$ cat config.mk
export PLATFORM = sky130hd
export DESIGN_NAME = hex_sensor_record_parser
export DESIGN_NICKNAME = d
export VERILOG_FILES = /design/src/rtl/hsrp_pkg.sv /design/src/rtl/hex_sensor_record_parser.sv
export SDC_FILE = /design/constraint.sdc
export NUM_CORES = 1
export LEC_CHECK = 0
export BUFFER_PORTS_ARGS = -buffer_cell sky130_fd_sc_hd__buf_2
export CORE_MARGIN = 3
export CORE_UTILIZATION = 23
export DETAILED_ROUTE_END_ITERATION = 16
export SYNTH_ARGS = -nofsm -noshare
export SYNTH_HDL_FRONTEND = slang
export SYNTH_SLANG_ARGS = --single-unit
$ cat constraint.sdc
create_clock -name clk -period 5.1 [get_ports clk]
set_clock_uncertainty 0.2 [all_clocks]
set_input_delay 1.53 -clock clk [delete_from_list [all_inputs] [get_ports clk]]
set_output_delay 1.53 -clock clk [all_outputs]
set_load 0.02 [all_outputs]
$ cat src/rtl/hsrp_pkg.sv
// Package for the hex sensor record parser: character codes, parse phase
// encoding, field widths and the hex digit decoder. No dependencies.
`default_nettype none

package hsrp_pkg;

    localparam int WINDOW_LINES_DEF = 256;

    localparam logic [7:0] CHAR_NUL   = 8'h00;
    localparam logic [7:0] CHAR_NL    = 8'h0A;
    localparam logic [7:0] CHAR_SPACE = 8'h20;
    localparam logic [7:0] CHAR_COLON = 8'h3A;

    localparam int         CNT_W     = 6;
    localparam logic [5:0] MAX_CHARS = 6'd40;
    localparam int         ACC_W     = 18;
    localparam int         DATA_W    = 32;

    // Parse phase, one-hot.
    typedef enum logic [3:0] {
        PH_SEARCH  = 4'b0001,
        PH_SKIP    = 4'b0010,
        PH_COLLECT = 4'b0100,
        PH_FULL    = 4'b1000
    } phase_t;

    // Value of one text character as a hex digit; anything that is not a
    // lowercase hex digit decodes as minus one.
    function automatic logic signed [4:0] digit_value(input logic [7:0] c);
        logic signed [4:0] v;
        begin
            v = -5'sd1;
            if (c >= 8'h30 && c <= 8'h39)
            begin
                v = $signed({1'b0, c[3:0]});
            end
            else if (c >= 8'h61 && c <= 8'h66)
            begin
                v = $signed({1'b0, c[3:0]}) + 5'sd9;
            end
            return v;
        end
    endfunction

endpackage

`default_nettype wire

$ cat src/rtl/hex_sensor_record_parser.sv
// Hex sensor record parser, top level: parses text lines byte by byte into
// signed 16-bit sensor samples. Depends on hsrp_pkg.
//
//  Channel   Direction  Payload (low bit first)                          Handshake
//  s_axis    in         tdata[7:0] char_in                               tvalid/tready
//  m_axis    out        tdata: channel, sample_value, sample_index, pad  tvalid/tready
//                       tlast: last_of_record
//  cfg       in         cfg_wr_data[1:0] sensor_count                    cfg_wr_en
//
// One byte is accepted per clock cycle, continuously, as long as the output
// side keeps taking results. A byte passes through an input register and a
// result register before its sample appears. The parse state updates in a
// single pass in the stage between the two registers. The output register
// only waits when the downstream side holds tready low; then the input
// register fills and s_axis_tready drops. rst_n clears the parse phase,
// counters and valid flags asynchronously and sets sensor_count to three.
`default_nettype none

module hex_sensor_record_parser #(
    parameter int WINDOW_LINES = hsrp_pkg::WINDOW_LINES_DEF
) (
    input  wire logic                       clk,
    input  wire logic                       rst_n,
    // tdata: [7:0] char_in
    input  wire logic                       s_axis_tvalid,
    output logic                            s_axis_tready,
    input  wire logic [7:0]                 s_axis_tdata,
    // tdata: [3:0] channel, [19:4] sample_value, [27:20] sample_index, [31:28] zero
    output logic                            m_axis_tvalid,
    input  wire logic                       m_axis_tready,
    output logic [hsrp_pkg::DATA_W-1:0]     m_axis_tdata,
    output logic                            m_axis_tlast,
    input  wire logic                       cfg_wr_en,
    input  wire logic [1:0]                 cfg_wr_data
);

    localparam int LC_W = (WINDOW_LINES > 1) ? $clog2(WINDOW_LINES) : 1;
    localparam logic [LC_W:0] WIN_LIM = (LC_W + 1)'(WINDOW_LINES);

    // Configuration register.
    logic [1:0] sensor_count_reg;

    // Input register stage.
    logic       in_valid_reg;
    logic [7:0] in_char_reg;

    // Parse state.
    hsrp_pkg::phase_t                    phase_reg, phase_next;
    logic [hsrp_pkg::CNT_W-1:0]          count_reg, count_next;
    logic signed [hsrp_pkg::ACC_W-1:0]   acc_reg, acc_next;
    logic [LC_W-1:0]                     line_reg, line_next;

    // Result register.
    logic        out_valid_reg, out_valid_next;
    logic [3:0]  out_channel_reg, out_channel_next;
    logic [15:0] out_value_reg, out_value_next;
    logic [7:0]  out_index_reg, out_index_next;
    logic        out_last_reg, out_last_next;

    logic advance;
    logic emit;

    // The processing stage moves when the result slot is free or being taken.
    assign advance       = !out_valid_reg || m_axis_tready;
    assign s_axis_tready = !in_valid_reg || advance;

    assign m_axis_tvalid = out_valid_reg;
    assign m_axis_tlast  = out_last_reg;
    assign m_axis_tdata  = {4'b0, out_index_reg, out_value_reg, out_channel_reg};

    always_ff @(posedge clk or negedge rst_n)
    begin
        if (!rst_n)
        begin
            sensor_count_reg <= 2'd3;
        end
        else if (cfg_wr_en)
        begin
            sensor_count_reg <= cfg_wr_data;
        end
    end

    always_ff @(posedge clk or negedge rst_n)
    begin
        if (!rst_n)
        begin
            in_valid_reg <= 1'b0;
        end
        else if (s_axis_tready)
        begin
            in_valid_reg <= s_axis_tvalid;
        end
    end

    always_ff @(posedge clk)
    begin
        if (s_axis_tready && s_axis_tvalid)
        begin
            in_char_reg <= s_axis_tdata;
        end
    end

    // Single-pass parse of the registered character.
    logic                               line_end;
    logic [1:0]                         pos;
    logic signed [4:0]                  digit;
    logic signed [hsrp_pkg::ACC_W-1:0]  term;
    logic signed [hsrp_pkg::ACC_W-1:0]  sum;
    logic [hsrp_pkg::CNT_W-1:0]         count_inc;
    logic [3:0]                         group;
    logic [3:0]                         limit;
    logic [LC_W+7:0]                    line_ext;

    always_comb
    begin
        line_end  = (in_char_reg == hsrp_pkg::CHAR_NL) || (in_char_reg == hsrp_pkg::CHAR_NUL);
        pos       = count_reg[1:0];
        digit     = hsrp_pkg::digit_value(in_char_reg);
        // Nibble weights 16, 1, 4096, 256 for the four positions of a group.
        case (pos)
            2'd0:    term = hsrp_pkg::ACC_W'(digit) <<< 4;
            2'd1:    term = hsrp_pkg::ACC_W'(digit);
            2'd2:    term = hsrp_pkg::ACC_W'(digit) <<< 12;
            default: term = hsrp_pkg::ACC_W'(digit) <<< 8;
        endcase
        sum       = acc_reg + term;
        count_inc = count_reg + 1'b1;
        group     = count_inc[5:2] - 4'd1;
        limit     = {2'b0, sensor_count_reg} + {1'b0, sensor_count_reg, 1'b0};
        line_ext  = {8'b0, line_reg};

        phase_next = phase_reg;
        count_next = count_reg;
        acc_next   = acc_reg;
        line_next  = line_reg;
        emit       = 1'b0;

        if (line_end)
        begin
            phase_next = hsrp_pkg::PH_SEARCH;
            count_next = '0;
            acc_next   = '0;
            if (({1'b0, line_reg} + 1'b1) >= WIN_LIM)
            begin
                line_next = '0;
            end
            else
            begin
                line_next = line_reg + 1'b1;
            end
        end
        else
        begin
            case (phase_reg)
                hsrp_pkg::PH_SEARCH:
                begin
                    if (in_char_reg == hsrp_pkg::CHAR_COLON)
                    begin
                        phase_next = hsrp_pkg::PH_SKIP;
                    end
                end
                hsrp_pkg::PH_SKIP:
                begin
                    phase_next = hsrp_pkg::PH_COLLECT;
                end
                hsrp_pkg::PH_COLLECT:
                begin
                    if (in_char_reg != hsrp_pkg::CHAR_SPACE)
                    begin
                        count_next = count_inc;
                        if (count_inc >= hsrp_pkg::MAX_CHARS)
                        begin
                            phase_next = hsrp_pkg::PH_FULL;
                        end
                        if (pos != 2'd3)
                        begin
                            acc_next = sum;
                        end
                        else
                        begin
                            acc_next = '0;
                            // Group zero is the timestamp and is dropped.
                            emit = (group >= 4'd1) && (group <= limit);
                        end
                    end
                end
                default:
                begin
                    phase_next = phase_reg;
                end
            endcase
        end

        // Wrapping above 32767 leaves exactly the low 16 bits of the sum.
        out_valid_next   = emit;
        out_channel_next = group - 4'd1;
        out_value_next   = sum[15:0];
        out_index_next   = line_ext[7:0];
        out_last_next    = (group == limit);
    end

    always_ff @(posedge clk or negedge rst_n)
    begin
        if (!rst_n)
        begin
            phase_reg     <= hsrp_pkg::PH_SEARCH;
            count_reg     <= '0;
            acc_reg       <= '0;
            line_reg      <= '0;
            out_valid_reg <= 1'b0;
        end
        else if (advance)
        begin
            out_valid_reg <= in_valid_reg && out_valid_next;
            if (in_valid_reg)
            begin
                phase_reg <= phase_next;
                count_reg <= count_next;
                acc_reg   <= acc_next;
                line_reg  <= line_next;
            end
        end
    end

    always_ff @(posedge clk)
    begin
        if (advance && in_valid_reg && out_valid_next)
        begin
            out_channel_reg <= out_channel_next;
            out_value_reg   <= out_value_next;
            out_index_reg   <= out_index_next;
            out_last_reg    <= out_last_next;
        end
    end

    // The character count never passes the line limit.
    assert property (@(posedge clk) disable iff (!rst_n)
        count_reg <= hsrp_pkg::MAX_CHARS)
        else $error("character count above limit");

    // The full phase is reached only with the limit collected.
    assert property (@(posedge clk) disable iff (!rst_n)
        phase_reg == hsrp_pkg::PH_FULL |-> count_reg == hsrp_pkg::MAX_CHARS)
        else $error("full phase with short count");

    // At a group boundary the partial sum has been cleared.
    assert property (@(posedge clk) disable iff (!rst_n)
        count_reg[1:0] == 2'd0 |-> acc_reg == '0)
        else $error("accumulator not cleared at group boundary");

    // Nothing is collected before the colon and skipped character are seen.
    assert property (@(posedge clk) disable iff (!rst_n)
        (phase_reg == hsrp_pkg::PH_SEARCH || phase_reg == hsrp_pkg::PH_SKIP)
        |-> count_reg == '0)
        else $error("characters counted before collection");

    // A presented result always names one of the nine axes.
    assert property (@(posedge clk) disable iff (!rst_n)
        m_axis_tvalid |-> m_axis_tdata[3:0] <= 4'd8)
        else $error("channel out of range");

endmodule

`default_nettype wire
---- Word-level counts from Yosys, hierarchy flattened ----
Index checks and enable logic that the tools add are counted.
word-level totals
  input port bits ......................... 15
  ROM bits ................................ 0
  output and inout port bits .............. 35
  memories kept ........................... 0
  RAM bits ................................ 0
  bits in registers ....................... 77
  latch bits .............................. 0
  word-level logic and storage cells ...... 81
operators by class
  reductions and logical operators ........ 20
  equal/unequal tests ..................... 13
  div/mod/pow operators ................... 0
  bitwise logic cells ..................... 0
  $add $sub $neg .......................... 8
  $mul .................................... 0
  mux-type cells .......................... 20
  shift operators ......................... 0
  order comparisons ....................... 8
operators by type and width
  kind                                                                                  number
  18-bit two-way mux                                                                    4
  16-bit one-hot mux with 3 select lines                                                1
  18-bit by 17-bit adder with 18-bit output                                             1
  6-bit two-way mux                                                                     3
  4-bit two-way mux                                                                     4
  4-bit one-hot mux with 3 select lines                                                 1
  5-bit two-way mux                                                                     2
  8-bit by 1-bit adder with 9-bit output (second input constant)                        1
  9-bit greater-or-equal comparator (second input constant)                             1
  3-bit inequality test (second input constant)                                         3
  8-bit by 1-bit adder with 8-bit output (second input constant)                        1
  8-bit by 4-bit == test with 1-bit output (second input constant)                      1
  8-bit by 6-bit == test with 1-bit output (second input constant)                      1
  8-bit by 6-bit greater-or-equal comparator with 1-bit output (second input constant)  1
  8-bit by 7-bit greater-or-equal comparator with 1-bit output (second input constant)  1
  8-bit by 6-bit <= comparator with 1-bit output (second input constant)                1
  8-bit by 7-bit <= comparator with 1-bit output (second input constant)                1
  8-bit logical NOT                                                                     1
  8-bit two-way mux                                                                     1
  8-bit by 6-bit inequality test with 1-bit output (second input constant)              1
  4-bit by 1-bit subtractor with 4-bit output (second input constant)                   2
  1-bit logical AND                                                                     7
  6-bit by 1-bit adder with 6-bit output (second input constant)                        1
  6-bit greater-or-equal comparator (second input constant)                             1
  20 further kinds                                                                      27

---- Logic depth before layout (Yosys ltp) ----
  depth in word-level cells ............... 10
  mapped depth ............................ 15
  depth with buffers taken out ............ 15

---- Least setup slack after synthesis ----
No wires, ideal clock.
  kind .................................... reg2reg
  start ................................... register in_char_reg[0]
  end ..................................... register out_value_reg[11], data pin
  setup slack ............................. 1.479 ns
  path buffers ............................ 0
  clock period less this slack ............ 3.621 ns
  library setup time ...................... 0.255 ns
  arrival time ............................ 3.166 ns
  data required time ...................... 4.645 ns
  cell stages (with the launch flop) ...... 15
  cell sequence ........................... edfxtp_1 -> inv_1 -> ha_1 -> or3b_2 -> nand4_1 -> mux2i_1 -> or2_2 -> a21oi_1 -> ha_1 -> a21oi_1 -> o21ai_0 -> o21bai_1 -> a21oi_1 -> or3_1 -> and2_1
on the way
  longest elaborated chain between the ends .. 6
  elaborated cells between the ends (all ways) .. 11
  those cells by class .................... add/sub (2); order compare (4); mux (3); reduce/logical (2)
RTL lines
  item                                                                                                                                   RTL line                         RTL
  start: declaration                                                                                                                     hex_sensor_record_parser.sv:45   logic [7:0] in_char_reg;
  start signal: assignment                                                                                                               hex_sensor_record_parser.sv:99   in_char_reg <= s_axis_tdata;
  8-bit by 7-bit greater-or-equal comparator with 1-bit output / 8-bit by 7-bit <= comparator with 1-bit output (equally long branches)  hsrp_pkg.sv:37                   else if (c >= 8'h61 && c <= 8'h66)
  1-bit logical AND                                                                                                                      hsrp_pkg.sv:37
  5-bit two-way mux                                                                                                                      hsrp_pkg.sv:37
  5-bit two-way mux *                                                                                                                    hsrp_pkg.sv:33                   if (c >= 8'h30 && c <= 8'h39)
  16-bit one-hot mux with 3 select lines *                                                                                               hex_sensor_record_parser.sv:120  case (pos)
  18-bit by 17-bit adder with 18-bit output *                                                                                            hex_sensor_record_parser.sv:126  sum = acc_reg + term;
  named net sum, one bit                                                                                                                 hex_sensor_record_parser.sv:108  logic signed [hsrp_pkg::ACC_W-1:0] sum;
  end signal: assignment                                                                                                                 hex_sensor_record_parser.sv:230  out_value_reg <= out_value_next;
  end: declaration                                                                                                                       hex_sensor_record_parser.sv:56   logic [15:0] out_value_reg, out_value_next;
Mark *: on every way through the listed nets, which the timed path passes. The rest lies on a longest branch.
A chain may end at the register's enable or synchronous reset.

---- Worst setup path after layout ----
  start ................................... register in_char_reg[0]
  end ..................................... register out_value_reg[14], data pin
Same word-level chain as after synthesis.

==> results.ini <==
[status]
outcome = complete, no violations

[critical_path]
cp.required_ps = 5000
r2r-end = out_value_reg[14]
timing.rr.start = in_char_reg[0]
startpoint_type = flop
worst-r2r-setup-slack_ps = 840
cp-end-kind = flop
max_stage_delay_ps = 470
crit_type = flop to flop
path_buf_inv = 1
r2r_cells = 14
cp_data_arrival_time_ps = 4160
path_max_fanout = 6
critical_path.top_delay_family = simple AND/OR/NAND/NOR gates
worst_path_max_delay_cell = edfxtp_1
worstPathCellList = inv_1 -> ha_1 -> or3b_2 -> nand4_1 -> mux2i_1 -> or2_2 -> a21oi_1 -> ha_1 -> a21oi_1 -> o21ai_0 -> nand3_1 -> nand4_1 -> a211o_1 -> and2_1

[sta]
setup_violations = 0
maxSlewViolCount = 0
period_minus_slack_ps = 4260
fmax_mhz = 235
tns_ps = 0
fin_crit_sh_pct = 83.5
tightest_slew_ps = 1070
finalHoldViolCount = 0
timing.hold.ws_ps = 288
slew_headroom_pct = 28.6
rsz0062_at_grt = no

[floorplanning]
io_pins = 50
die_x_um = 142
core-area_mm2 = 0.0181
die_h_um = 142
rows = 49
start_util_pct = 23.6
die_area_mm2 = 0.0202

[hold_path]
whs_endpoint = acc_reg[0]
hp-class = flop to flop
hold_depth = 2
min_from = acc_reg[0]

[synthesis]
synth.distinct_cells = 63
synthCells = 392
synth_seq_area_share_pct = 48.4
synth-seq-cells = 75
synth-main-ff-cell = edfxtp_1
synth-async-reset-ratio_pct = 50.7
syn-cell-area_mm2 = 0.00427
yosysWarnings = 0
synth_area_per_cell_um2 = 10.9
synth_edf_count = 37

[layout]
diodes = 0
layout.cells.non_filler = 676
fin_nets = 494
drive_gt1_share_pct = 19.5
fillers = 1877
area_growth_pct = 17.4

[global_route]
grt_pass1_vias = 3112
antenna_found_initial = 0
grt_pass1_wl_mm = 15.4
grt_overflow = 0
grt_max_degree = 39
grt_usage_pct = 9.55

[place]
port_buffers = 45
hpwl_mm = 7.07
dp_cells = 660
globalplace.congestion = 0.869

[job]
max-cap-violations = 0

[pwr]
vdd_drop_max_mv = 0.186
leakage_uw = 0.00210
p_per_area_mw_per_mm2 = 524

[clocking]
post-cts-setup-buffers = 0
ctsHoldBuffers = 0
root_buffer = clkbuf_16
cts_made_buffers = 9
h-tree-depth = 3
clock_sinks = 75
insertion_delay_ps = 340
tritoncts = yes
cts_resized = 0
path_clk_slew_ps = 70
clockBufferDepth = 2

[drt]
drt-pass1-iter-count = 4
wirelength_mm = 9.27
ant_nets = 0
viasPerCell = 4.54
vias = 3069
first_iter_violations = 267
route.detailed.drc = 0
post_drt_wl_per_cell_um = 13.7

metrics by stage:
stage | area [um^2] | util (%) | total power [uW] | setup slack [ps]
5_1_grt | 5020 | 27.7 | 2850 | 660
2_1_floorplan | 4280 | - | 1760 | 1480
3_3_place_gp | 4720 | 26.1 | 1970 | 1150
6_report | 5020 | 27.7 | 2630 | 840
4_1_cts | 5020 | 27.7 | 2650 | 887
3_5_place_dp | 4720 | 26.1 | 2010 | 928
cells in the mapped netlist, types with 2 or more instances:
master    count  area, um^2
a211oi_1      4        30.0
a21o_1        4        30.0
a21oi_1      23         115
a22o_1       11        96.3
a32o_1        2        20.0
and2_1        7        43.8
and3_1        5        31.3
buf_4         7        52.6
buf_6         2        22.5
dfrtp_1      35         876
dfstp_2       3        78.8
edfxtp_1     37        1110
ha_1         36         450
inv_1        15        56.3
mux2_2        2        22.5
nand2_1      44         165
nand2b_1      8        50.1
nand3_1      10        50.1
nand4_1       4        25.0
nor2_1       19        71.3
nor3_1        5        25.0
o211ai_1      3        22.5
o21a_1        7        52.6
o21ai_0      30         150
o21bai_1      6        45.0
o22ai_1       2        12.5
or2_2         4        25.0
or3_1         3        18.8
xnor2_1      10        87.6
xor2_1       11        96.3
cell type report:
type,count,area [um^2],area share (%)
tap,229,287,5.71
clock inverter,7,67.6,1.35
inverter,15,56.3,1.12
sequential,75,2070,41.2
clock buffer,9,225,4.49
multi-input combinational,295,2080,41.5
timing repair buffer,46,233,4.64
layout by cell type (no fill, tap or decap), types with 3 or more instances in the layout:
master | netlist | final
o21ai_0 | 30 | 30
edfxtp_1 | 37 | 37
dfrtp_1 | 35 | 35
xor2_1 | 11 | 11
ha_1 | 36 | 36
and3_1 | 5 | 5
nand4_1 | 4 | 4
o211ai_1 | 3 | 3
a22o_1 | 11 | 11
o21a_1 | 7 | 7
inv_1 | 15 | 15
or2_2 | 4 | 4
nor3_1 | 5 | 5
dfstp_2 | 3 | 3
nand3_1 | 10 | 10
xnor2_1 | 10 | 10
a211oi_1 | 4 | 4
nand2b_1 | 8 | 8
o21bai_1 | 6 | 6
or3_1 | 3 | 3
nand2_1 | 44 | 44
clkbuf_16 | 0 | 9
a21o_1 | 4 | 4
inv_8 | 0 | 3
buf_2 | 0 | 45
nor2_1 | 19 | 19
conb_1 | 1 | 4
a21oi_1 | 23 | 23
and2_1 | 7 | 7
metal layers:
metal,GRT usage [%],routed length [um],vias to the layer above
li1,-,-,1524
met1,12.4,4350,1458
met2,15.2,4240,76
met3,2.59,518,11
met4,3.79,165,0
met5,0,0,-
worst reg2reg max path: cells and delay by family, from the launching register on:
family          cells  cell delay [ps]
flops               1              470
mux                 1              210
simple gates        6             1490
fa+ha+maj           2              510
buf+inv             1              130
compound gates      4             1030
worst max path at each step:
stage	from	to	slack [ps]	cells after the start
after floorplan	in_char_reg[0]	out_value_reg[11]	1480	14
after global placement	in_char_reg[0]	out_value_reg[14]	1150	14
after detailed placement	in_char_reg[0]	out_value_reg[14]	930	14
after CTS	in_char_reg[0]	out_value_reg[14]	890	14
after global routing	in_char_reg[0]	out_value_reg[14]	660	14
final	in_char_reg[0]	out_value_reg[14]	840	14
where the power goes:
| part | internal, uW | switching, uW | leakage, uW |
|---|---|---|---|
| registers | 782 | 66.7 | 0.000839 |
| clock network | 343 | 281 | 0.000142 |
| logic | 482 | 675 | 0.00112 |
cells by family after synthesis:
logic type / count (synthesis) / synth area share, %
AO/OA/AOI/OAI: 106 / 16.8
adder cells (fa/ha/maj): 37 / 11.0
flip-flops: 75 / 48.4
multiplexers: 4 / 1.11
other: 1 / 0.0878
AND/OR/NAND/NOR: 122 / 14.7
buffers and inverters: 25 / 3.16
XOR/XNOR: 22 / 4.69
(Power assumes the default switching activity.)
